<file path="config.mk">
export PLATFORM = sky130hd
export DESIGN_NAME = bitbang_spi_master
export DESIGN_NICKNAME = d
export VERILOG_FILES = /design/src/rtl/bbspi_pkg.sv /design/src/rtl/bbspi_ram.sv /design/src/rtl/bitbang_spi_master.sv
export SDC_FILE = /design/constraint.sdc
export NUM_CORES = 1
export LEC_CHECK = 0
export BUFFER_PORTS_ARGS = -buffer_cell sky130_fd_sc_hd__clkbuf_2
export CAP_MARGIN = 20
export CORE_UTILIZATION = 55
export DETAILED_ROUTE_END_ITERATION = 7
export MAX_ROUTING_LAYER = met4
export PLACE_DENSITY = 0.75
export SYNTH_ARGS = -nofsm -noshare
export SYNTH_HDL_FRONTEND = slang
export SYNTH_HIERARCHICAL = 1
export SYNTH_SLANG_ARGS = --single-unit
export TNS_END_PERCENT = 5
</file>
<file path="constraint.sdc">
create_clock -name clk -period 2.6 [get_ports clk]
set_input_delay 0.39 -clock clk [delete_from_list [all_inputs] [get_ports clk]]
set_output_delay 0.39 -clock clk [all_outputs]
set_load 0.03 [all_outputs]
</file>
<file path="src/rtl/bbspi_pkg.sv">
// Package for the bit-banged SPI master: command and clock phase codes,
// request and response word types.
// No dependencies; imported by bitbang_spi_master.
package bbspi_pkg;

	// Request commands
	typedef enum logic [1:0] {
		CMD_TICK = 2'd0,
		CMD_PUSH = 2'd1,
		CMD_ARM  = 2'd2,
		CMD_NONE = 2'd3
	} cmd_t;

	// Four-phase serial clock
	typedef enum logic [1:0] {
		PH_RISE = 2'd0,
		PH_HIGH = 2'd1,
		PH_FALL = 2'd2,
		PH_LOW  = 2'd3
	} phase_t;

	localparam int unsigned BYTE_W = 8;
	localparam int unsigned BIT_W  = 4;

	typedef struct packed {
		logic [1:0]        command;
		logic              sclk_readback;
		logic              miso;
		logic [BYTE_W-1:0] tx_byte;
		logic              tx_last;
		logic [BYTE_W-1:0] rx_length;
	} req_word_t;

	typedef struct packed {
		logic              sclk;
		logic              mosi;
		logic [BYTE_W-1:0] rx_byte;
		logic              rx_valid;
		logic              rx_done;
		logic              tx_done;
		logic              clock_error;
		logic              tx_busy;
	} rsp_word_t;

endpackage

</file>
<file path="src/rtl/bbspi_ram.sv">
// Generic single-write, single-read RAM with a registered read port.
// No dependencies; holds the send queue of bitbang_spi_master.
module bbspi_ram #(
	parameter int unsigned WIDTH = 8,
	parameter int unsigned DEPTH = 16
) (
	input  logic                                   clk,
	input  logic                                   wr_en,
	input  logic [((DEPTH > 1) ? $clog2(DEPTH) : 1)-1:0] wr_addr,
	input  logic [WIDTH-1:0]                       wr_data,
	input  logic [((DEPTH > 1) ? $clog2(DEPTH) : 1)-1:0] rd_addr,
	output logic [WIDTH-1:0]                       rd_data
);

	logic [WIDTH-1:0] mem_q [DEPTH];
	logic [WIDTH-1:0] rd_data_q;

	// Write port
	always_ff @(posedge clk) begin
		if (wr_en) begin
			mem_q[wr_addr] <= wr_data;
		end
	end

	// Registered read port
	always_ff @(posedge clk) begin
		rd_data_q <= mem_q[rd_addr];
	end

	assign rd_data = rd_data_q;

endmodule

</file>
<file path="src/rtl/bitbang_spi_master.sv">
// Bit-banged SPI master, mode 1, LSB first, driven one tick per request word.
// Each response word is registered, valid in the cycle after its request is accepted.
// Throughput: one request word per cycle unless a held response stalls it;
// the queue RAM is read each cycle at the head, a dequeued byte taken from
// its registered output. Reset clears all control state; queue contents stay
// undefined until written, needing no clearing as only filled ones are loaded.
module bitbang_spi_master #(
	parameter int unsigned SEND_DEPTH = 16
) (
	input  logic                  clk,
	input  logic                  arst_n,
	input  logic                  req_valid,
	output logic                  req_stall,
	input  bbspi_pkg::req_word_t  req,
	output logic                  rsp_valid,
	input  logic                  rsp_stall,
	output bbspi_pkg::rsp_word_t  rsp
);
	import bbspi_pkg::*;

	localparam int unsigned PTR_W  = (SEND_DEPTH > 1) ? $clog2(SEND_DEPTH) : 1;
	localparam int unsigned FILL_W = $clog2(SEND_DEPTH + 1);
	localparam int unsigned SUM_W  = PTR_W + 1;

	// Control and data state
	phase_t              phase_q, phase_d;
	logic [BIT_W-1:0]    bit_idx_q, bit_idx_d;
	logic [BYTE_W-1:0]   tx_shift_q, tx_shift_d, tx_shift_cur;
	logic [BYTE_W-1:0]   rx_shift_q, rx_shift_d, rx_shift_upd;
	logic [PTR_W-1:0]    head_q, head_d;
	logic [FILL_W-1:0]   fill_q, fill_d;
	logic [BYTE_W-1:0]   rx_target_q, rx_target_d;
	logic [BYTE_W-1:0]   rx_count_q, rx_count_d;
	logic                tx_run_q, tx_run_d;
	logic                rx_run_q, rx_run_d;
	logic                tx_busy_q, tx_busy_d;
	logic                rx_busy_q, rx_busy_d;
	logic                err_q, err_d;
	logic                mosi_q, mosi_d;
	logic                sclk_q, sclk_d;
	logic                load_pend_q, load_pend_d;

	// Response register
	logic                rsp_valid_q;
	rsp_word_t           rsp_q, rsp_d;

	// Queue RAM signals
	logic                wr_en;
	logic [PTR_W-1:0]    wr_addr;
	logic [SUM_W-1:0]    wr_sum;
	logic [BYTE_W-1:0]   rd_data;

	logic                accept;
	logic                tick;
	logic                stop;
	logic [2:0]          bit_sel;

	assign accept    = req_valid && !req_stall;
	assign req_stall = rsp_valid_q && rsp_stall;
	assign bit_sel   = bit_idx_q[2:0];

	// Tail address: head plus fill, wrapped once
	always_comb begin
		wr_sum = SUM_W'(head_q) + SUM_W'(fill_q);
		if (wr_sum >= SUM_W'(SEND_DEPTH)) begin
			wr_sum = wr_sum - SUM_W'(SEND_DEPTH);
		end
		wr_addr = wr_sum[PTR_W-1:0];
	end

	bbspi_ram #(
		.WIDTH (BYTE_W),
		.DEPTH (SEND_DEPTH)
	) u_queue (
		.clk     (clk),
		.wr_en   (wr_en),
		.wr_addr (wr_addr),
		.wr_data (req.tx_byte),
		.rd_addr (head_q),
		.rd_data (rd_data)
	);

	// A byte dequeued last cycle arrives from the RAM now
	assign tx_shift_cur = load_pend_q ? rd_data : tx_shift_q;

	// Decide whether this word advances the clock
	always_comb begin
		tick = accept && !err_q && (cmd_t'(req.command) == CMD_TICK);
		stop = 1'b0;
		if (tick) begin
			unique case (phase_q)
				PH_HIGH: stop = (req.sclk_readback != 1'b1);
				PH_LOW:  stop = (req.sclk_readback != 1'b0);
				default: stop = 1'b0;
			endcase
		end
	end

	// Next clock phase
	always_comb begin
		phase_d = phase_q;
		if (tick && !stop) begin
			unique case (phase_q)
				PH_RISE: phase_d = PH_HIGH;
				PH_HIGH: phase_d = PH_FALL;
				PH_FALL: phase_d = PH_LOW;
				PH_LOW:  phase_d = PH_RISE;
				default: phase_d = PH_RISE;
			endcase
		end
	end

	// Datapath and outputs: queue, shifters, frame control, response word
	always_comb begin
		bit_idx_d    = bit_idx_q;
		tx_shift_d   = tx_shift_cur;
		rx_shift_d   = rx_shift_q;
		rx_shift_upd = rx_shift_q;
		head_d       = head_q;
		fill_d       = fill_q;
		rx_target_d  = rx_target_q;
		rx_count_d   = rx_count_q;
		tx_run_d     = tx_run_q;
		rx_run_d     = rx_run_q;
		tx_busy_d    = tx_busy_q;
		rx_busy_d    = rx_busy_q;
		err_d        = err_q;
		mosi_d       = mosi_q;
		sclk_d       = sclk_q;
		load_pend_d  = 1'b0;
		wr_en        = 1'b0;
		rsp_d        = '0;

		if (accept && !err_q) begin
			unique case (cmd_t'(req.command))
				CMD_PUSH: begin
					if (!tx_busy_q) begin
						if (fill_q < FILL_W'(SEND_DEPTH)) begin
							wr_en  = 1'b1;
							fill_d = fill_q + FILL_W'(1);
						end
						if (req.tx_last) begin
							tx_busy_d = 1'b1;
						end
					end
				end
				CMD_ARM: begin
					if (!rx_busy_q) begin
						rx_target_d = req.rx_length;
						rx_count_d  = '0;
						rx_busy_d   = 1'b1;
					end
				end
				CMD_TICK: begin
					if (stop) begin
						err_d = 1'b1;
					end else begin
						unique case (phase_q)
							PH_RISE: begin
								sclk_d = 1'b1;
								if (bit_idx_q == '0) begin
									// Frame start: sender
									if (tx_busy_q) begin
										if (fill_q == '0) begin
											rsp_d.tx_done = 1'b1;
											tx_busy_d     = 1'b0;
											tx_run_d      = 1'b0;
										end else begin
											load_pend_d = 1'b1;
											head_d      = (head_q == PTR_W'(SEND_DEPTH - 1)) ?
												'0 : head_q + PTR_W'(1);
											fill_d      = fill_q - FILL_W'(1);
											tx_run_d    = 1'b1;
										end
									end
									// Frame start: receiver
									if (rx_busy_q) begin
										if (rx_count_q >= rx_target_q) begin
											rsp_d.rx_done = 1'b1;
											rx_busy_d     = 1'b0;
											rx_run_d      = 1'b0;
											rx_count_d    = '0;
										end else begin
											rx_run_d = 1'b1;
										end
									end
								end
							end
							PH_HIGH: begin
								if (tx_run_q) begin
									mosi_d = tx_shift_cur[bit_sel];
								end
							end
							PH_FALL: begin
								sclk_d = 1'b0;
							end
							PH_LOW: begin
								if (rx_run_q) begin
									rx_shift_upd           = rx_shift_q;
									rx_shift_upd[bit_sel]  = rx_shift_q[bit_sel] | req.miso;
									rx_shift_d             = rx_shift_upd;
								end
								bit_idx_d = bit_idx_q + BIT_W'(1);
							end
							default: begin
							end
						endcase

						// Close the byte frame after the eighth bit period
						if (bit_idx_d >= BIT_W'(BYTE_W)) begin
							if (rx_run_q) begin
								rsp_d.rx_byte  = rx_shift_upd;
								rsp_d.rx_valid = 1'b1;
								rx_count_d     = rx_count_q + BYTE_W'(1);
							end
							tx_run_d   = 1'b0;
							rx_run_d   = 1'b0;
							tx_shift_d = '0;
							rx_shift_d = '0;
							bit_idx_d  = '0;
						end
					end
				end
				default: begin
				end
			endcase
		end

		rsp_d.sclk        = sclk_d;
		rsp_d.mosi        = mosi_d;
		rsp_d.clock_error = err_d;
		rsp_d.tx_busy     = tx_busy_d;
	end

	// Control state registers
	always_ff @(posedge clk or negedge arst_n) begin
		if (!arst_n) begin
			phase_q     <= PH_RISE;
			bit_idx_q   <= '0;
			tx_shift_q  <= '0;
			rx_shift_q  <= '0;
			head_q      <= '0;
			fill_q      <= '0;
			rx_target_q <= '0;
			rx_count_q  <= '0;
			tx_run_q    <= 1'b0;
			rx_run_q    <= 1'b0;
			tx_busy_q   <= 1'b0;
			rx_busy_q   <= 1'b0;
			err_q       <= 1'b0;
			mosi_q      <= 1'b0;
			sclk_q      <= 1'b0;
			load_pend_q <= 1'b0;
		end else begin
			phase_q     <= phase_d;
			bit_idx_q   <= bit_idx_d;
			tx_shift_q  <= tx_shift_d;
			rx_shift_q  <= rx_shift_d;
			head_q      <= head_d;
			fill_q      <= fill_d;
			rx_target_q <= rx_target_d;
			rx_count_q  <= rx_count_d;
			tx_run_q    <= tx_run_d;
			rx_run_q    <= rx_run_d;
			tx_busy_q   <= tx_busy_d;
			rx_busy_q   <= rx_busy_d;
			err_q       <= err_d;
			mosi_q      <= mosi_d;
			sclk_q      <= sclk_d;
			load_pend_q <= load_pend_d;
		end
	end

	// Response valid: set on accept, drop once taken
	always_ff @(posedge clk or negedge arst_n) begin
		if (!arst_n) begin
			rsp_valid_q <= 1'b0;
		end else if (accept) begin
			rsp_valid_q <= 1'b1;
		end else if (!rsp_stall) begin
			rsp_valid_q <= 1'b0;
		end
	end

	// Response word: hold while stalled
	always_ff @(posedge clk) begin
		if (accept) begin
			rsp_q <= rsp_d;
		end
	end

	assign rsp_valid = rsp_valid_q;
	assign rsp       = rsp_q;

	// Queue never overfills
	a_fill_bound: assert property (@(posedge clk) disable iff (!arst_n)
		fill_q <= FILL_W'(SEND_DEPTH))
		else $error("send queue fill beyond depth");

	// A dequeued byte is only ever pending right after the rise phase
	a_load_phase: assert property (@(posedge clk) disable iff (!arst_n)
		load_pend_q |-> (phase_q == PH_HIGH))
		else $error("queue load pending outside high phase");

	// Clock error is sticky
	a_err_sticky: assert property (@(posedge clk) disable iff (!arst_n)
		err_q |=> err_q)
		else $error("clock error cleared");

	// Bit index wraps at the byte boundary
	a_bit_idx: assert property (@(posedge clk) disable iff (!arst_n)
		bit_idx_q < BIT_W'(BYTE_W))
		else $error("bit index out of range");

	// Sender only shifts out while a transfer is armed
	a_tx_run_busy: assert property (@(posedge clk) disable iff (!arst_n)
		tx_run_q |-> tx_busy_q)
		else $error("sender running while not busy");

endmodule

</file>
==> results by group <==
Status
  – Status: finished, final reports clean

Run
  – Max cap viols: 0

Synthesis
  – Yosys top cell area share: 0.467
  – Post-synthesis net count: 673
  – Synth Register Bits: 207
  – Mapped Area: 9190 sq um
  – Sequential fraction of the synthesis area: 0.637
  – Number of warnings issued by yosys: 6
  – Syn Area/Cell: 14.7 sq um
  – Ys async rst share: 0.271
  – Post-synth EDFFs: 143
  – Leading post-synthesis cells by cell area: edfxtp_1, dfrtp_1, mux4_2, mux4_1, ha_1
  – Synth area leader: edfxtp_1
  – Post-synthesis cell count: 624
  – Count of unique library cells instantiated by Yosys: 73
  – Post-synth top flop: edfxtp_1

Clock tree
  – Total clock sinks: 207
  – Root Buffer: clkbuf_16
  – Total CTS buffers: 22
  – Clock tree buffer depth: 3
  – H-tree depth: 1
  – TritonCTS clock tree: done
  – Reg clk slew, reported paths: 0.06 ns
  – Clock Latency Late Sink: 0.52 ns

Drt
  – Iteration-0 DRC Markers: 454
  – Drt drc: 0
  – Final WL: 18100 um
  – Via/cell ratio: 5.84
  – Routed WL per cell: 19.5 um
  – Antenna Nets Post-Route: 0
  – Total number of vias: 5417
  – DR pass1 iterations: 5

Placement
  – PortBufs: 41
  – Post-DP HPWL: 12400 um
  – Place WS: 0.200 ns
  – GP Congestion: 0.887

Floorplan
  – Initial Utilization: 0.570
  – DIE AREA: 17200 sq um
  – Core area: 16100 sq um
  – Die Ht: 131 um
  – Ports: 42
  – Site row count: 46
  – Die width: 131 um

Global routing
  – Total global-route track usage: 0.226
  – First-pass GRT wire length: 29500 um
  – Initial antenna violation count: 0
  – Total gr overflow: 0
  – Largest net degree at the start of global routing: 38
  – Number of global-route vias before repair: 5774

Worst setup path
  – Worst setup EP type: flip-flop
  – Kind of critical path: flip-flop to flip-flop
  – CP Launch Type: flip-flop
  – CP arrival: 2.61 ns
  – Worst-path maximum fanout: 8
  – CP Data Required Time: 2.83 ns

Timing
  – Final hold vios: 0
  – Max-slew violation count: 0
  – Setup-failing EPs final: 0
  – Unrepaired setup endpoints after global routing: no
  – Fmax: 0.419 GHz
  – Final setup margin: 0.213 ns
  – Relative slew slack: 0.527
  – Fin crit share: 0.918
  – Final Skew: 0.0185 ns
  – Least-Margin Pin Slew: 0.710 ns
  – Post-route setup TNS: 0 ns
  – Final min period: 2.39 ns

Final layout
  – Layout cell share with drive strength beyond 1: 0.225
  – Area occupied by multi-input gates: 3050 sq um
  – ANT cells: 0
  – Commonest non-fill, non-tap cell in the layout: edfxtp_1
  – Commonest cells after routing, fill and taps aside: edfxtp_1, dfrtp_1, nand2_1, nor2_1, clkbuf_2
  – Reg area: 5860 sq um
  – Area growth syn-to-layout: 13.3%
  – Post-layout util: 0.646
  – Final-stage net count: 745
  – FILL cells: 1182

Power
  – Max rail drop VDD: 0.799 mV
  – Power per cell area: 910 nW/um^2
  – Leak pwr: 3.91 nW
  – Tot Pwr: 9.47 mW

Min path
  – Min-Delay Path Class: primary input to flip-flop
-- final timing paths --
path | from | to | slack [ns] | depth (start not counted)
min in group asynchronous | arst_n | head_q[2] | 0.44 | 2
worst max-delay path | fill_q[0] | u_queue/mem_q[0][5] | 0.21 | 7
max in group asynchronous | arst_n | rx_shift_q[3] | 1.39 | 3
worst min-delay path | req[4] | rx_target_q[4] | 0.09 | 3
worst min register to register | err_q | err_q | 0.49 | 1
worst max register to register | fill_q[0] | u_queue/mem_q[0][5] | 0.21 | 7
-- sequential cells by signal, indices dropped and copies added (netlist names), 4 cells and up --
| register | count |
|---|---|
| u_queue/mem_q | 128 |
| rsp | 15 |
| rx_count_q | 8 |
| rx_shift_q | 8 |
| rx_target_q | 8 |
| tx_shift_q | 8 |
| u_queue/rd_data | 8 |
| fill_q | 5 |
| bit_idx_q | 4 |
| head_q | 4 |
-- layout make-up --
type                    count  area share
clock inverters             5     0.00481
multi-input cells         368       0.293
well taps                 216      0.0260
inverters                  25     0.00950
repair buffers             72      0.0423
flip-flops and latches    207       0.563
clock buffers              35      0.0614
-- synth_stat cells (7+ instances only) --
cell type / number
a21oi_1: 13
a22oi_1: 16
a31oi_1: 9
buf_2: 8
buf_6: 7
dfrtp_1: 56
dfxtp_1: 8
edfxtp_1: 143
ha_1: 22
inv_1: 23
mux2i_1: 12
mux4_1: 14
mux4_2: 19
nand2_1: 54
nand3_1: 12
nor2_1: 47
nor3_1: 13
o21ai_0: 26
o21ai_1: 11
-- layer usage --
layer / wire length [um] / vias to the layer above / track usage / part of all wire
li1: - / 2522 / - / -
met5: 0 / - / - / 0
met2: 9410 / 149 / 0.388 / 0.52
met1: 7460 / 2707 / 0.276 / 0.41
met4: 419 / 0 / 0.0686 / 0.023
met3: 771 / 39 / 0.0367 / 0.043
-- what timing repair did --
action                                 4_1_cts  5_1_grt
hold buffers                                 1        0
endpoints found under the hold margin       21        0
resized for setup                            0        0
buffers inserted                             0        0
-- kinds of logic (layout without fill, tap and decap cells) --
kind of cell             count (synthesis)  count (layout)  share of synthesized area
multiplexers                            51              51                      0.108
XOR/XNOR                                12              12                     0.0131
AND/OR/NAND/NOR                        179             179                      0.103
buffers and inverters                   49             137                     0.0310
adder cells (fa/ha/maj)                 24              24                     0.0343
flip-flops                             207             207                      0.637
AO/OA/AOI/OAI                          102             102                     0.0734
-- through the flow --
stage,std cells,cell area (sq um),hold slack (ns)
2_1_floorplan,624,9190,0.0944
3_3_place_gp,887,9710,0.436
3_5_place_dp,887,9710,0.444
4_1_cts,928,10400,0.0796
5_1_grt,928,10400,0.100
6_report,928,10400,0.0922
-- report_power, final --
part	internal, mW	leakage (nW)	switching [mW]	total, mW
Sequential	3.89	2.05	0.234	4.12
Combinational	1.01	1.52	1.41	2.42
Clock	1.70	0.338	1.23	2.93
-- critical path, cell delays in order (launching register included) --
cell and delay, ns:
dfrtp_1 0.43, ha_1 0.20, inv_1 0.06, fa_1 0.38, xnor2_1 0.17, or3b_2 0.54
nor3_2 0.13, buf_4 0.19
No activity file was read; power rests on OpenSTA's default activity.
